### config.mk
export PLATFORM = sky130hd
export DESIGN_NAME = sha256_message_hasher_top_flat
export DESIGN_NICKNAME = d
export VERILOG_FILES = /design/src/hw/rtl/sha256_pkg.sv /design/src/hw/rtl/sha256_if.sv /design/src/hw/rtl/sha256_front.sv /design/src/hw/rtl/sha256_fifo.sv /design/src/hw/rtl/sha256_back.sv /design/src/hw/rtl/sha256_message_hasher_top.sv /design/src/flat_wrapper.sv
export SDC_FILE = /design/constraint.sdc
export NUM_CORES = 2
export LEC_CHECK = 0
export BUFFER_PORTS_ARGS = -buffer_cell sky130_fd_sc_hd__buf_2
export CAP_MARGIN = 30
export CORE_MARGIN = 3
export CORE_UTILIZATION = 50
export CTS_CLUSTER_DIAMETER = 200
export DETAILED_ROUTE_END_ITERATION = 8
export GPL_TIMING_DRIVEN = 0
export PLACE_DENSITY = 0.64
export SYNTH_ARGS = -nofsm -noshare
export SYNTH_HDL_FRONTEND = slang
export SYNTH_SLANG_ARGS = --single-unit
export TNS_END_PERCENT = 20
### constraint.sdc
create_clock -name clk_i -period 14.9 [get_ports clk_i]
set_clock_uncertainty 0.1 [all_clocks]
set_input_delay 1.49 -clock clk_i [delete_from_list [all_inputs] [get_ports clk_i]]
set_output_delay 1.49 -clock clk_i [all_outputs]
set_load 0.02 [all_outputs]
### src/hw/rtl/sha256_pkg.sv
// Package for the SHA-256 message hasher: queue entry type, FSM states,
// round constants, initial hash vector and the round/schedule functions.
// No dependencies.
package sha256_pkg;

  localparam int unsigned QueueDepth = 4;
  localparam int unsigned QueuePtrW  = $clog2(QueueDepth);

  localparam logic [7:0] PadByte = 8'h80;

  // One 32-bit message word on its way from the front to the back
  typedef struct packed {
    logic [31:0] word;
    logic        final_blk;   // last word of the last block of a message
  } qword_t;

  typedef enum logic [1:0] {
    FrontAccept,
    FrontPadFirst,
    FrontPadRest
  } front_state_e;

  typedef enum logic [1:0] {
    BackLoad,
    BackRound,
    BackAdd,
    BackOut
  } back_state_e;

  localparam logic [7:0][31:0] InitVector = {
    32'h5be0cd19, 32'h1f83d9ab, 32'h9b05688c, 32'h510e527f,
    32'ha54ff53a, 32'h3c6ef372, 32'hbb67ae85, 32'h6a09e667
  };

  localparam logic [63:0][31:0] RoundK = {
    32'hc67178f2, 32'hbef9a3f7, 32'ha4506ceb, 32'h90befffa,
    32'h8cc70208, 32'h84c87814, 32'h78a5636f, 32'h748f82ee,
    32'h682e6ff3, 32'h5b9cca4f, 32'h4ed8aa4a, 32'h391c0cb3,
    32'h34b0bcb5, 32'h2748774c, 32'h1e376c08, 32'h19a4c116,
    32'h106aa070, 32'hf40e3585, 32'hd6990624, 32'hd192e819,
    32'hc76c51a3, 32'hc24b8b70, 32'ha81a664b, 32'ha2bfe8a1,
    32'h92722c85, 32'h81c2c92e, 32'h766a0abb, 32'h650a7354,
    32'h53380d13, 32'h4d2c6dfc, 32'h2e1b2138, 32'h27b70a85,
    32'h14292967, 32'h06ca6351, 32'hd5a79147, 32'hc6e00bf3,
    32'hbf597fc7, 32'hb00327c8, 32'ha831c66d, 32'h983e5152,
    32'h76f988da, 32'h5cb0a9dc, 32'h4a7484aa, 32'h2de92c6f,
    32'h240ca1cc, 32'h0fc19dc6, 32'hefbe4786, 32'he49b69c1,
    32'hc19bf174, 32'h9bdc06a7, 32'h80deb1fe, 32'h72be5d74,
    32'h550c7dc3, 32'h243185be, 32'h12835b01, 32'hd807aa98,
    32'hab1c5ed5, 32'h923f82a4, 32'h59f111f1, 32'h3956c25b,
    32'he9b5dba5, 32'hb5c0fbcf, 32'h71374491, 32'h428a2f98
  };

  function automatic logic [31:0] big_sigma0(input logic [31:0] x);
    return {x[1:0], x[31:2]} ^ {x[12:0], x[31:13]} ^ {x[21:0], x[31:22]};
  endfunction

  function automatic logic [31:0] big_sigma1(input logic [31:0] x);
    return {x[5:0], x[31:6]} ^ {x[10:0], x[31:11]} ^ {x[24:0], x[31:25]};
  endfunction

  function automatic logic [31:0] small_sigma0(input logic [31:0] x);
    return {x[6:0], x[31:7]} ^ {x[17:0], x[31:18]} ^ {3'b000, x[31:3]};
  endfunction

  function automatic logic [31:0] small_sigma1(input logic [31:0] x);
    return {x[16:0], x[31:17]} ^ {x[18:0], x[31:19]} ^ {10'b0, x[31:10]};
  endfunction

endpackage

### src/hw/rtl/sha256_if.sv
// Channel interfaces of the SHA-256 hasher: byte input and digest output.
// Depends on nothing.
interface sha256_in_if;
  logic       valid;
  logic       ready;
  logic [7:0] data_byte;
  logic       byte_present;
  logic       end_of_message;

  modport source (output valid, data_byte, byte_present, end_of_message, input ready);
  modport sink   (input valid, data_byte, byte_present, end_of_message, output ready);
endinterface

interface sha256_out_if;
  logic        valid;
  logic        ready;
  logic [63:0] digest_word;
  logic [1:0]  word_index;
  logic        last_word;

  modport source (output valid, digest_word, word_index, last_word, input ready);
  modport sink   (input valid, digest_word, word_index, last_word, output ready);
endinterface

### src/hw/rtl/sha256_front.sv
// Front end: packs message bytes into 32-bit words, counts the length and
// generates the padding words. Depends on sha256_pkg.
module sha256_front (
  input  logic                 clk_i,
  input  logic                 rst_ni,
  input  logic                 in_valid_i,
  output logic                 in_ready_o,
  input  logic [7:0]           data_byte_i,
  input  logic                 byte_present_i,
  input  logic                 end_of_message_i,
  input  logic                 q_full_i,
  output logic                 q_push_o,
  output sha256_pkg::qword_t   q_data_o
);

  sha256_pkg::front_state_e state_q, state_d;
  logic [23:0] acc_q, acc_d;        // bytes of the partial word
  logic [1:0]  pos_q, pos_d;        // bytes in the partial word
  logic [3:0]  widx_q, widx_d;      // word index within the block
  logic [60:0] count_q, count_d;    // message length in bytes
  logic        extra_q, extra_d;    // padding needs a second block
  logic [63:0] bit_len;
  logic        fire;

  assign bit_len    = {count_q, 3'b000};
  assign in_ready_o = (state_q == sha256_pkg::FrontAccept) && !q_full_i;
  assign fire       = in_valid_i && in_ready_o;

  // Next state, word packing and padding
  always_comb begin
    state_d  = state_q;
    acc_d    = acc_q;
    pos_d    = pos_q;
    widx_d   = widx_q;
    count_d  = count_q;
    extra_d  = extra_q;
    q_push_o = 1'b0;
    q_data_o = '{word: 32'h0, final_blk: 1'b0};
    unique case (state_q)
      sha256_pkg::FrontAccept: begin
        if (fire) begin
          if (byte_present_i) begin
            acc_d   = {acc_q[15:0], data_byte_i};
            pos_d   = pos_q + 2'd1;
            count_d = count_q + 61'd1;
            if (pos_q == 2'd3) begin
              q_push_o = 1'b1;
              q_data_o = '{word: {acc_q, data_byte_i}, final_blk: 1'b0};
              widx_d   = widx_q + 4'd1;
            end
          end
          if (end_of_message_i) begin
            state_d = sha256_pkg::FrontPadFirst;
          end
        end
      end
      sha256_pkg::FrontPadFirst: begin
        if (!q_full_i) begin
          q_push_o = 1'b1;
          case (pos_q)
            2'd0: q_data_o.word = {sha256_pkg::PadByte, 24'h0};
            2'd1: q_data_o.word = {acc_q[7:0], sha256_pkg::PadByte, 16'h0};
            2'd2: q_data_o.word = {acc_q[15:0], sha256_pkg::PadByte, 8'h0};
            default: q_data_o.word = {acc_q, sha256_pkg::PadByte};
          endcase
          // pad in word 14: word 15 of this block is zero, length goes next block
          extra_d = (widx_q == 4'd14);
          widx_d  = widx_q + 4'd1;
          pos_d   = 2'd0;
          state_d = sha256_pkg::FrontPadRest;
        end
      end
      sha256_pkg::FrontPadRest: begin
        if (!q_full_i) begin
          q_push_o = 1'b1;
          widx_d   = widx_q + 4'd1;
          if (!extra_q && widx_q == 4'd14) begin
            q_data_o.word = bit_len[63:32];
          end else if (!extra_q && widx_q == 4'd15) begin
            q_data_o = '{word: bit_len[31:0], final_blk: 1'b1};
            count_d  = '0;
            state_d  = sha256_pkg::FrontAccept;
          end else if (widx_q == 4'd15) begin
            extra_d = 1'b0;
          end
        end
      end
      default: state_d = sha256_pkg::FrontAccept;
    endcase
  end

  // Control registers
  always_ff @(posedge clk_i or negedge rst_ni) begin
    if (!rst_ni) begin
      state_q <= sha256_pkg::FrontAccept;
      pos_q   <= '0;
      widx_q  <= '0;
      count_q <= '0;
      extra_q <= 1'b0;
    end else begin
      state_q <= state_d;
      pos_q   <= pos_d;
      widx_q  <= widx_d;
      count_q <= count_d;
      extra_q <= extra_d;
    end
  end

  // Partial word payload
  always_ff @(posedge clk_i) begin
    acc_q <= acc_d;
  end

endmodule

### src/hw/rtl/sha256_fifo.sv
// Short word queue between the front end and the compression back end.
// Depends on sha256_pkg.
module sha256_fifo (
  input  logic               clk_i,
  input  logic               rst_ni,
  input  logic               push_i,
  input  sha256_pkg::qword_t push_data_i,
  input  logic               pop_i,
  output sha256_pkg::qword_t head_o,
  output logic               full_o,
  output logic               empty_o
);

  localparam int unsigned PtrW = sha256_pkg::QueuePtrW;

  sha256_pkg::qword_t mem_q [sha256_pkg::QueueDepth];
  logic [PtrW-1:0] wr_q, rd_q;
  logic [PtrW:0]   cnt_q;
  logic            do_push, do_pop;

  assign full_o  = (cnt_q == (PtrW+1)'(sha256_pkg::QueueDepth));
  assign empty_o = (cnt_q == '0);
  assign do_push = push_i && !full_o;
  assign do_pop  = pop_i && !empty_o;
  assign head_o  = mem_q[rd_q];

  // Pointers and fill count
  always_ff @(posedge clk_i or negedge rst_ni) begin
    if (!rst_ni) begin
      wr_q  <= '0;
      rd_q  <= '0;
      cnt_q <= '0;
    end else begin
      if (do_push) wr_q <= wr_q + PtrW'(1);
      if (do_pop)  rd_q <= rd_q + PtrW'(1);
      cnt_q <= cnt_q + (PtrW+1)'(do_push) - (PtrW+1)'(do_pop);
    end
  end

  // Storage
  always_ff @(posedge clk_i) begin
    if (do_push) mem_q[wr_q] <= push_data_i;
  end

endmodule

### src/hw/rtl/sha256_back.sv
// Back end: loads 16 words, runs 64 rounds one per cycle, updates the
// chaining value and presents the digest. Depends on sha256_pkg.
module sha256_back (
  input  logic               clk_i,
  input  logic               rst_ni,
  input  sha256_pkg::qword_t head_i,
  input  logic               empty_i,
  output logic               pop_o,
  output logic               out_valid_o,
  input  logic               out_ready_i,
  output logic [63:0]        digest_word_o,
  output logic [1:0]         word_index_o,
  output logic               last_word_o
);

  sha256_pkg::back_state_e state_q, state_d;
  logic [15:0][31:0] w_q, w_d;      // schedule window
  logic [7:0][31:0]  v_q, v_d;      // working variables a..h
  logic [7:0][31:0]  h_q, h_d;      // chaining value
  logic [5:0]        cnt_q, cnt_d;  // load word / round counter
  logic [1:0]        idx_q, idx_d;
  logic              fin_q, fin_d;
  logic [31:0]       t1, t2, w_new;

  // One round and one schedule step
  always_comb begin
    t1 = v_q[7] + sha256_pkg::big_sigma1(v_q[4])
       + ((v_q[4] & v_q[5]) ^ (~v_q[4] & v_q[6]))
       + sha256_pkg::RoundK[cnt_q] + w_q[0];
    t2 = sha256_pkg::big_sigma0(v_q[0])
       + ((v_q[0] & v_q[1]) ^ (v_q[0] & v_q[2]) ^ (v_q[1] & v_q[2]));
    w_new = w_q[0] + sha256_pkg::small_sigma0(w_q[1]) + w_q[9]
          + sha256_pkg::small_sigma1(w_q[14]);
  end

  assign pop_o       = (state_q == sha256_pkg::BackLoad) && !empty_i;
  assign out_valid_o = (state_q == sha256_pkg::BackOut);
  assign word_index_o = idx_q;
  assign last_word_o  = (idx_q == 2'd3);

  // Digest word select
  always_comb begin
    case (idx_q)
      2'd0:    digest_word_o = {h_q[0], h_q[1]};
      2'd1:    digest_word_o = {h_q[2], h_q[3]};
      2'd2:    digest_word_o = {h_q[4], h_q[5]};
      default: digest_word_o = {h_q[6], h_q[7]};
    endcase
  end

  // Sequencer
  always_comb begin
    state_d = state_q;
    w_d     = w_q;
    v_d     = v_q;
    h_d     = h_q;
    cnt_d   = cnt_q;
    idx_d   = idx_q;
    fin_d   = fin_q;
    unique case (state_q)
      sha256_pkg::BackLoad: begin
        if (pop_o) begin
          w_d   = {head_i.word, w_q[15:1]};
          fin_d = head_i.final_blk;
          cnt_d = cnt_q + 6'd1;
          if (cnt_q == 6'd15) begin
            cnt_d   = '0;
            v_d     = h_q;
            state_d = sha256_pkg::BackRound;
          end
        end
      end
      sha256_pkg::BackRound: begin
        w_d   = {w_new, w_q[15:1]};
        v_d   = {v_q[6:4], v_q[3] + t1, v_q[2:0], t1 + t2};
        cnt_d = cnt_q + 6'd1;
        if (cnt_q == 6'd63) begin
          state_d = sha256_pkg::BackAdd;
        end
      end
      sha256_pkg::BackAdd: begin
        for (int i = 0; i < 8; i++) begin
          h_d[i] = h_q[i] + v_q[i];
        end
        idx_d   = '0;
        state_d = fin_q ? sha256_pkg::BackOut : sha256_pkg::BackLoad;
      end
      sha256_pkg::BackOut: begin
        if (out_ready_i) begin
          idx_d = idx_q + 2'd1;
          if (idx_q == 2'd3) begin
            h_d     = sha256_pkg::InitVector;
            state_d = sha256_pkg::BackLoad;
          end
        end
      end
      default: state_d = sha256_pkg::BackLoad;
    endcase
  end

  // Control and chaining registers
  always_ff @(posedge clk_i or negedge rst_ni) begin
    if (!rst_ni) begin
      state_q <= sha256_pkg::BackLoad;
      h_q     <= sha256_pkg::InitVector;
      cnt_q   <= '0;
      idx_q   <= '0;
      fin_q   <= 1'b0;
    end else begin
      state_q <= state_d;
      h_q     <= h_d;
      cnt_q   <= cnt_d;
      idx_q   <= idx_d;
      fin_q   <= fin_d;
    end
  end

  // Datapath payload
  always_ff @(posedge clk_i) begin
    w_q <= w_d;
    v_q <= v_d;
  end

endmodule

### src/hw/rtl/sha256_message_hasher_top.sv
// Top level of the SHA-256 message hasher: front end, word queue, back end.
// Depends on sha256_pkg, sha256_if, sha256_front, sha256_fifo, sha256_back.
//
//  channel | dir | beat
//  in_i    | in  | data_byte, byte_present, end_of_message
//  out_o   | out | digest_word, word_index, last_word (4 beats per message)
//
// The front takes one beat per cycle while it is not padding and the queue has
// room; each block costs the back 16 loads, 64 rounds and 1 add. The queue
// holds only four words, so the front stalls during the rounds and then
// resumes as the back pops the next block.
// A closing beat adds up to 18 padding words that the front emits in turn.
// Reset is asynchronous, active low, and restores the initial hash vector.
// An unread digest stalls the back; the front fills the queue, then stalls.
module sha256_message_hasher_top (
  input  logic         clk_i,
  input  logic         rst_ni,
  sha256_in_if.sink    in_i,
  sha256_out_if.source out_o
);

  sha256_pkg::qword_t push_data, head;
  logic push, pop, full, empty;

  sha256_front u_front (
    .clk_i            (clk_i),
    .rst_ni           (rst_ni),
    .in_valid_i       (in_i.valid),
    .in_ready_o       (in_i.ready),
    .data_byte_i      (in_i.data_byte),
    .byte_present_i   (in_i.byte_present),
    .end_of_message_i (in_i.end_of_message),
    .q_full_i         (full),
    .q_push_o         (push),
    .q_data_o         (push_data)
  );

  sha256_fifo u_fifo (
    .clk_i       (clk_i),
    .rst_ni      (rst_ni),
    .push_i      (push),
    .push_data_i (push_data),
    .pop_i       (pop),
    .head_o      (head),
    .full_o      (full),
    .empty_o     (empty)
  );

  sha256_back u_back (
    .clk_i         (clk_i),
    .rst_ni        (rst_ni),
    .head_i        (head),
    .empty_i       (empty),
    .pop_o         (pop),
    .out_valid_o   (out_o.valid),
    .out_ready_i   (out_o.ready),
    .digest_word_o (out_o.digest_word),
    .word_index_o  (out_o.word_index),
    .last_word_o   (out_o.last_word)
  );

  // The front never pushes into a full queue
  assert property (@(posedge clk_i) disable iff (!rst_ni) !(push && full))
    else $error("push into full queue");

  // Digest words come out in order
  assert property (@(posedge clk_i) disable iff (!rst_ni)
    (out_o.valid && out_o.ready && !out_o.last_word) |=>
      (out_o.valid && out_o.word_index == $past(out_o.word_index) + 2'd1))
    else $error("digest word order broken");

  // After the last digest word the output goes quiet
  assert property (@(posedge clk_i) disable iff (!rst_ni)
    (out_o.valid && out_o.ready && out_o.last_word) |=> !out_o.valid)
    else $error("output valid after last word");

endmodule
### src/flat_wrapper.sv
// flat-port wrapper written by rule: the top's interface ports become plain ports
module sha256_message_hasher_top_flat 
  (clk_i, rst_ni, in_i_valid, in_i_data_byte, in_i_byte_present, in_i_end_of_message, in_i_ready, out_o_valid, out_o_digest_word, out_o_word_index, out_o_last_word, out_o_ready);
  sha256_in_if in_i_i ();
  sha256_out_if out_o_i ();
  input  logic clk_i;
  input  logic rst_ni;
  input wire logic [$bits(in_i_i.valid)-1:0] in_i_valid;
  input wire logic [$bits(in_i_i.data_byte)-1:0] in_i_data_byte;
  input wire logic [$bits(in_i_i.byte_present)-1:0] in_i_byte_present;
  input wire logic [$bits(in_i_i.end_of_message)-1:0] in_i_end_of_message;
  output wire logic [$bits(in_i_i.ready)-1:0] in_i_ready;
  output wire logic [$bits(out_o_i.valid)-1:0] out_o_valid;
  output wire logic [$bits(out_o_i.digest_word)-1:0] out_o_digest_word;
  output wire logic [$bits(out_o_i.word_index)-1:0] out_o_word_index;
  output wire logic [$bits(out_o_i.last_word)-1:0] out_o_last_word;
  input wire logic [$bits(out_o_i.ready)-1:0] out_o_ready;
  assign in_i_i.valid = in_i_valid;
  assign in_i_i.data_byte = in_i_data_byte;
  assign in_i_i.byte_present = in_i_byte_present;
  assign in_i_i.end_of_message = in_i_end_of_message;
  assign in_i_ready = in_i_i.ready;
  assign out_o_valid = out_o_i.valid;
  assign out_o_digest_word = out_o_i.digest_word;
  assign out_o_word_index = out_o_i.word_index;
  assign out_o_last_word = out_o_i.last_word;
  assign out_o_i.ready = out_o_ready;
  sha256_message_hasher_top u_core (.clk_i(clk_i), .rst_ni(rst_ni), .in_i(in_i_i), .out_o(out_o_i));
endmodule
# Yosys cells after proc, flatten, opt, wreduce, memory -nomap -nowiden
# Memories as Yosys holds them, arrays and structs flattened.
# Cells that the tools add are included.
[word_totals] reg_bits=1136 ram_bits=132 mem_bits_ro=2048 inputBits=14 out_inout_bits=69 elab_cells=226 memories=2
[op_classes] addsub=27 magnitude_cmp=1 eq_ne=32 n_mux=68 bitwise=17 n_reduce_logical=34
[mem_list] memory="(name not given)" depth=64 word_bits=32 rd=1 rd_ports_with_merged_regs=0 write_ports=0 line_no="sha256_back.sv:29" text="+ sha256_pkg::RoundK[cnt_q] + w_q[0];"
[mem_list] memory="u_core.u_fifo.mem_q" depth=4 word_bits=33 rd=1 rd_ports_with_merged_regs=0 write_ports=1 line_no="sha256_fifo.sv:16" text="sha256_pkg::qword_t mem_q [sha256_pkg::QueueDepth];"
[ops] cell="$mux 256" n=4
[ops] cell="$pmux 256 s2" n=2
[ops] cell="$pmux 512 s2" n=1
[ops] cell="$add 32x32->32" n=18
[ops] cell="$mux 512" n=1
[ops] cell="$mux 61" n=5
[ops] cell="$xor 32x32->32" n=9
[ops] cell="$pmux 32 s3" n=2
[ops] cell="$pmux 64 s3" n=1
[ops] cell="$mux 33" n=5
[ops] cell="$and 32x32->32" n=5
[ops] cell="$pmux 61 s2" n=1
[ops] cell="$mux 32" n=3
[ops] cell="$add 61x1->61 const B" n=1
[ops] cell="$mux 2" n=16
[ops] cell="$not 32->32" n=1
[ops] cell="$xor 32x22->32" n=1
[ops] cell="$xor 32x29->32" n=1
[ops] cell="$ne 2x2->1 const B" n=11
[ops] cell="$reduce_and 6->1" n=3
[ops] cell="$mux 4" n=4
[ops] cell="$eq 2x2->1 const B" n=7
[ops] cell="$mux 1" n=12
[ops] cell="$mux 6" n=2
[ops] cell="other kinds (28)" n=63

# Depth between registers and ports, before layout
[logic_depth] depth_word=9 mapped_depth=37 depth_no_buf=35

# Cells and area by module
# From an unflattened synthesis, not the netlist that was laid out.
[hier_totals] cells_unflattened=7138 hier_area_um2=76470.8
[by_module_without_submodules] module="sha256_back" instances=1 cells_each=6290 area_per_inst_um2=65447.8 seq_area_each_um2=29913.7
[by_module_without_submodules] module="sha256_front" instances=1 cells_each=634 area_per_inst_um2=5736.8 seq_area_each_um2=2472.4
[by_module_without_submodules] module="sha256_fifo" instances=1 cells_each=214 area_per_inst_um2=5286.3 seq_area_each_um2=4139.0

# Least setup slack after synthesis
# No wires, ideal clock.
[synth_path] kind="register to register" start="register u_core.u_back.state_q[0]" end="register u_core.u_back.cnt_q[0]" setup_time_ns=0.550 t_arrival_ns=11.542 required_time_ns=14.250 slack_ns=2.709 stages_incl_launch_ff=7 path_buffers=1 synth_period_minus_slack_ns=12.191 path_cell_list="dfrtp_1 -> clkbuf_1 -> or3_1 -> inv_1 -> nor2_1 -> inv_1 -> a21oi_1"
[synth_via] elab_chain_cells=4 elab_cells_between_ends=7 cone_classes="eq/ne: 2; mux: 1; reduce/logical: 4"
[synth_rtl] item="start: declaration" line_no="sha256_back.sv:16" text="sha256_pkg::back_state_e state_q, state_d;"
[synth_rtl] item="start signal: assignment" line_no="sha256_back.sv:104" text="state_q <= sha256_pkg::BackLoad;"
[synth_rtl] item="start signal: assignment" line_no="sha256_back.sv:110" text="state_q <= state_d;"
[synth_rtl] item="$logic_not 2->1" line_no="sha256_back.sv:36, sha256_back.sv:60"
[synth_rtl] item="$logic_and 1x1->1" line_no="sha256_back.sv:36" text="assign pop_o = (state_q == sha256_pkg::BackLoad) && !empty_i;"
[synth_rtl] item="$ne 2x1->1 (no source line)"
[synth_rtl] item="$reduce_and 2->1 (no source line)"
[synth_rtl] item="end signal: assignment" line_no="sha256_back.sv:112" text="cnt_q <= cnt_d;"
[synth_rtl] item="end: declaration" line_no="sha256_back.sv:20" text="logic [5:0] cnt_q, cnt_d;"
# Several ways; a longest one is shown, not always the timed one.
# A chain may end at the register's enable or synchronous reset.

==> flow_summary.ini <==
[timing]
whs_ns = 0.2782
maxSlewViolCount = 0
max_freq_mhz = 88.38
hold_violations = 0
worst_pin_slew_ns = 1.206
rsz0062_at_grt = no
finalSetupViolCount = 0
period_needed_ns = 11.32
timing.final.crit_share = 0.7594
relSlewSlack = 0.1904
fin_setup_tns_ns = 0

[power]
p_leak_nw = 35.39
switching_share = 0.2373
p_total_mw = 8.075
pwr-share-clk = 0.460
seq_power_share = 0.492
power_frac_comb = 0.048
peakVddDrop_uv = 115.4
internal_power_mw = 6.158
switchingPower_mw = 1.916
p_per_area_nw_per_um2 = 95.27

[grt]
grt_pass1_wl_mm = 390.0
grt-ovfl-total = 0
grt_pass1_vias = 56340
grt_max_degree = 137
antenna_found_initial = 19
grt.total_usage = 0.3449

[cts]
path_clk_slew_ns = 0.06
cts_setup_buffers = 0
cts_resized = 0
clock_latency_ns = 0.80
cts.path.max_buffers = 3
hold_buffers = 0
cts_tree = built
htreeDepth = 4
clock-root-buffer = clkbuf_16
cts_inserted_buffers = 143
clkSinkCount = 1268

[synthesis]
yosysUniqueCellTypes = 94
synthCells = 7077
post-synth-top-count-cell = edfxtp_1
syn-num-nets = 7708
syn_area_per_cell_um2 = 10.73
synth_commonest_cells = 924 x edfxtp_1, 889 x nand2_1, 520 x o21ai_0
synthesis.area_um2 = 75920
synth_top_area_cell = edfxtp_1
synth.area.top_cells = edfxtp_1 37%, ha_1 6.9%, dfrtp_1 6.9%, fa_1 5.2%, dfstp_2 4.7%
yosysTopAreaCellShare = 0.3655
ys_ff_latch = 1268
ys_seq_area_frac = 0.4811
synthArstFlopShare = 0.2713
yosysWarnings = 0
ys.flop_type = edfxtp_1
synth_edf_count = 924

[worst_setup_path]
critical_path_class = reg -> reg
r2r_cells = 34
worst_path_largest_cell_delay_ns = 0.79
cp.arrival_ns = 11.74
r2r_setup_slack_ns = 3.58
cp-start-kind = flip-flop
cp-end-kind = flip-flop
cp_max_fo = 9
slowest_stage = xor2_1
r2r-start = u_core.u_back.cnt_q[0]
crit_required_ns = 15.33
crit_top_cell = inv_1
r2r-end = u_core.u_back.v_q[30]

[status]
outcome = finished clean

[placement]
place_area_um2 = 79680
dp_hpwl_mm = 213.2
gp_congestion = 1.038
post-place-cells = 9223
portBuffers = 82

[route]
vias_per_cell = 6.239
antenna_left = 0
drtIter0Drc = 7829
routed_wl_mm = 274.1
drc = 0
route.vias.total = 59260
drtPass1Iterations = 9
wl_per_cell_um = 28.87

[floorplanning]
core_um2 = 150300
ios = 83
start_util = 0.5051
num_rows = 142
dieArea_um2 = 156600
fp.dieW_um = 395.7
dieHeight_um = 395.7

[hold_path]
worstHoldEndpoint = u_core.u_back.w_q[311]
min_path_cells = 0
hold_start = u_core.u_back.w_q[343]
worstHoldPathType = reg -> reg

[cells_and_area]
final_cells = 9497
drive_above_1_share = 0.08438
final_area_um2 = 84750
area_growth_pct = 11.63
fin_nets = 7989
fillers = 12920

[job]
cap_violations = 0
==> cell families after synthesis <==
logic type / Yosys count / share of synthesized area
AO/OA/AOI/OAI: 1833 / 0.1552
AND/OR/NAND/NOR: 1799 / 0.1054
flip-flops: 1268 / 0.4811
buffers and inverters: 799 / 0.03954
adder cells (fa/ha/maj): 620 / 0.1216
XOR/XNOR: 612 / 0.07078
multiplexers: 146 / 0.02635
==> stage by stage <==
stage	setup slack [ns]	util
2_1_floorplan	2.709	-
3_3_place_gp	-2.018	0.5246
3_5_place_dp	4.039	0.5301
4_1_cts	3.971	0.5635
5_1_grt	3.363	0.5638
6_report	3.585	0.5638
==> registers in the layout (all words and copies together) (netlist names), 2 cells and up <==
signal / flops
u_core.u_fifo.rd_q: 2
u_core.u_front.widx_q: 4
u_core.u_back.v_q: 256
u_core.u_back.w_q: 512
u_core.u_fifo.cnt_q: 3
u_core.u_back.cnt_q: 6
u_core.u_back.h_q: 256
u_core.u_front.count_q: 61
u_core.u_front.acc_q: 24
u_core.u_fifo.mem_q: 132
u_core.u_front.pos_q: 2
u_core.u_fifo.wr_q: 2
u_core.u_back.state_q: 2
u_core.u_back.word_index_o: 2
u_core.u_front.state_q: 2
==> power by group through the flow <==
stage | logic (mW) | clock network [mW] | registers [mW]
floorplan | 0.243 | 0 | 4.03
detailed placement | 0.388 | 0 | 4.05
finish | 0.386 | 3.71 | 3.98
CTS | 0.390 | 3.76 | 3.98
global placement | 0.369 | 0 | 4.04
global route | 0.428 | 3.90 | 3.99
==> worst max path at each step <==
stage / from / end / cells after the start
after CTS: u_core.u_back.cnt_q[2] / u_core.u_back.v_q[30] / 33
final: u_core.u_back.cnt_q[0] / u_core.u_back.v_q[30] / 34
after global placement: u_core.u_back.state_q[0] / u_core.u_back.w_q[42] / 5
after global routing: u_core.u_back.cnt_q[0] / u_core.u_back.v_q[30] / 34
after floorplan: u_core.u_back.state_q[0] / u_core.u_back.cnt_q[0] / 6
after detailed placement: u_core.u_back.cnt_q[2] / u_core.u_back.v_q[30] / 33
==> critical path: cells and delay by family (launching register included) <==
kind | cells | cell delay [ns]
AOI/OAI and AO/OA | 12 | 3.45
xor gates and xnor gates | 2 | 1.03
DFF | 1 | 0.53
buffers and inverters | 8 | 1.90
and+or+nand+nor | 6 | 1.61
adders and majority gates | 6 | 2.42
==> cell type report <==
cell class	count	area, um^2	area share
Buffer	319	1212	0.01431
Inverter	480	1809	0.02135
Antenna cell	3	7.507	0.00008858
Tap cell	2016	2522	0.02976
Clock inverter	85	1139	0.01343
Multi-Input combinational cell	5010	36410	0.4296
Timing Repair Buffer	136	1249	0.01473
Sequential cell	1268	36530	0.4310
Clock buffer	180	3879	0.04577
==> metal layers <==
metal,vias to the layer above,routed length (um),track usage
met5,-,12,0
li1,26080,-,-
met3,597,29120,0.06592
met2,3201,118000,0.5155
met1,29380,111000,0.4830
met4,2,16030,0.1703
==> cell usage in the layout, fill, tap and decap left out, types with 19 or more instances in the layout <==
master,count
dfrtp_1,208
a222oi_1,86
o21bai_1,41
nor2_1,389
nand2b_1,57
o211ai_1,33
o22ai_1,33
a21oi_1,451
mux2_2,31
fa_1,197
nor2b_1,38
mux2i_1,75
o21ai_0,520
a31oi_1,56
inv_1,477
nand3_1,87
xor2_1,254
a211oi_1,63
and3_1,53
nand4_1,35
xnor2_1,357
buf_8,21
clkbuf_1,278
a22oi_1,53
buf_2,91
mux4_2,40
o21a_1,58
o31ai_1,30
nand2_1,888
dfstp_2,136
ha_1,420
clkinv_2,19
a21o_1,196
edfxtp_1,924
and2_1,24
nor3_1,82
buf_1,51
clkbuf_16,144
or3_1,45
No activity file was read; power rests on OpenSTA's default activity.
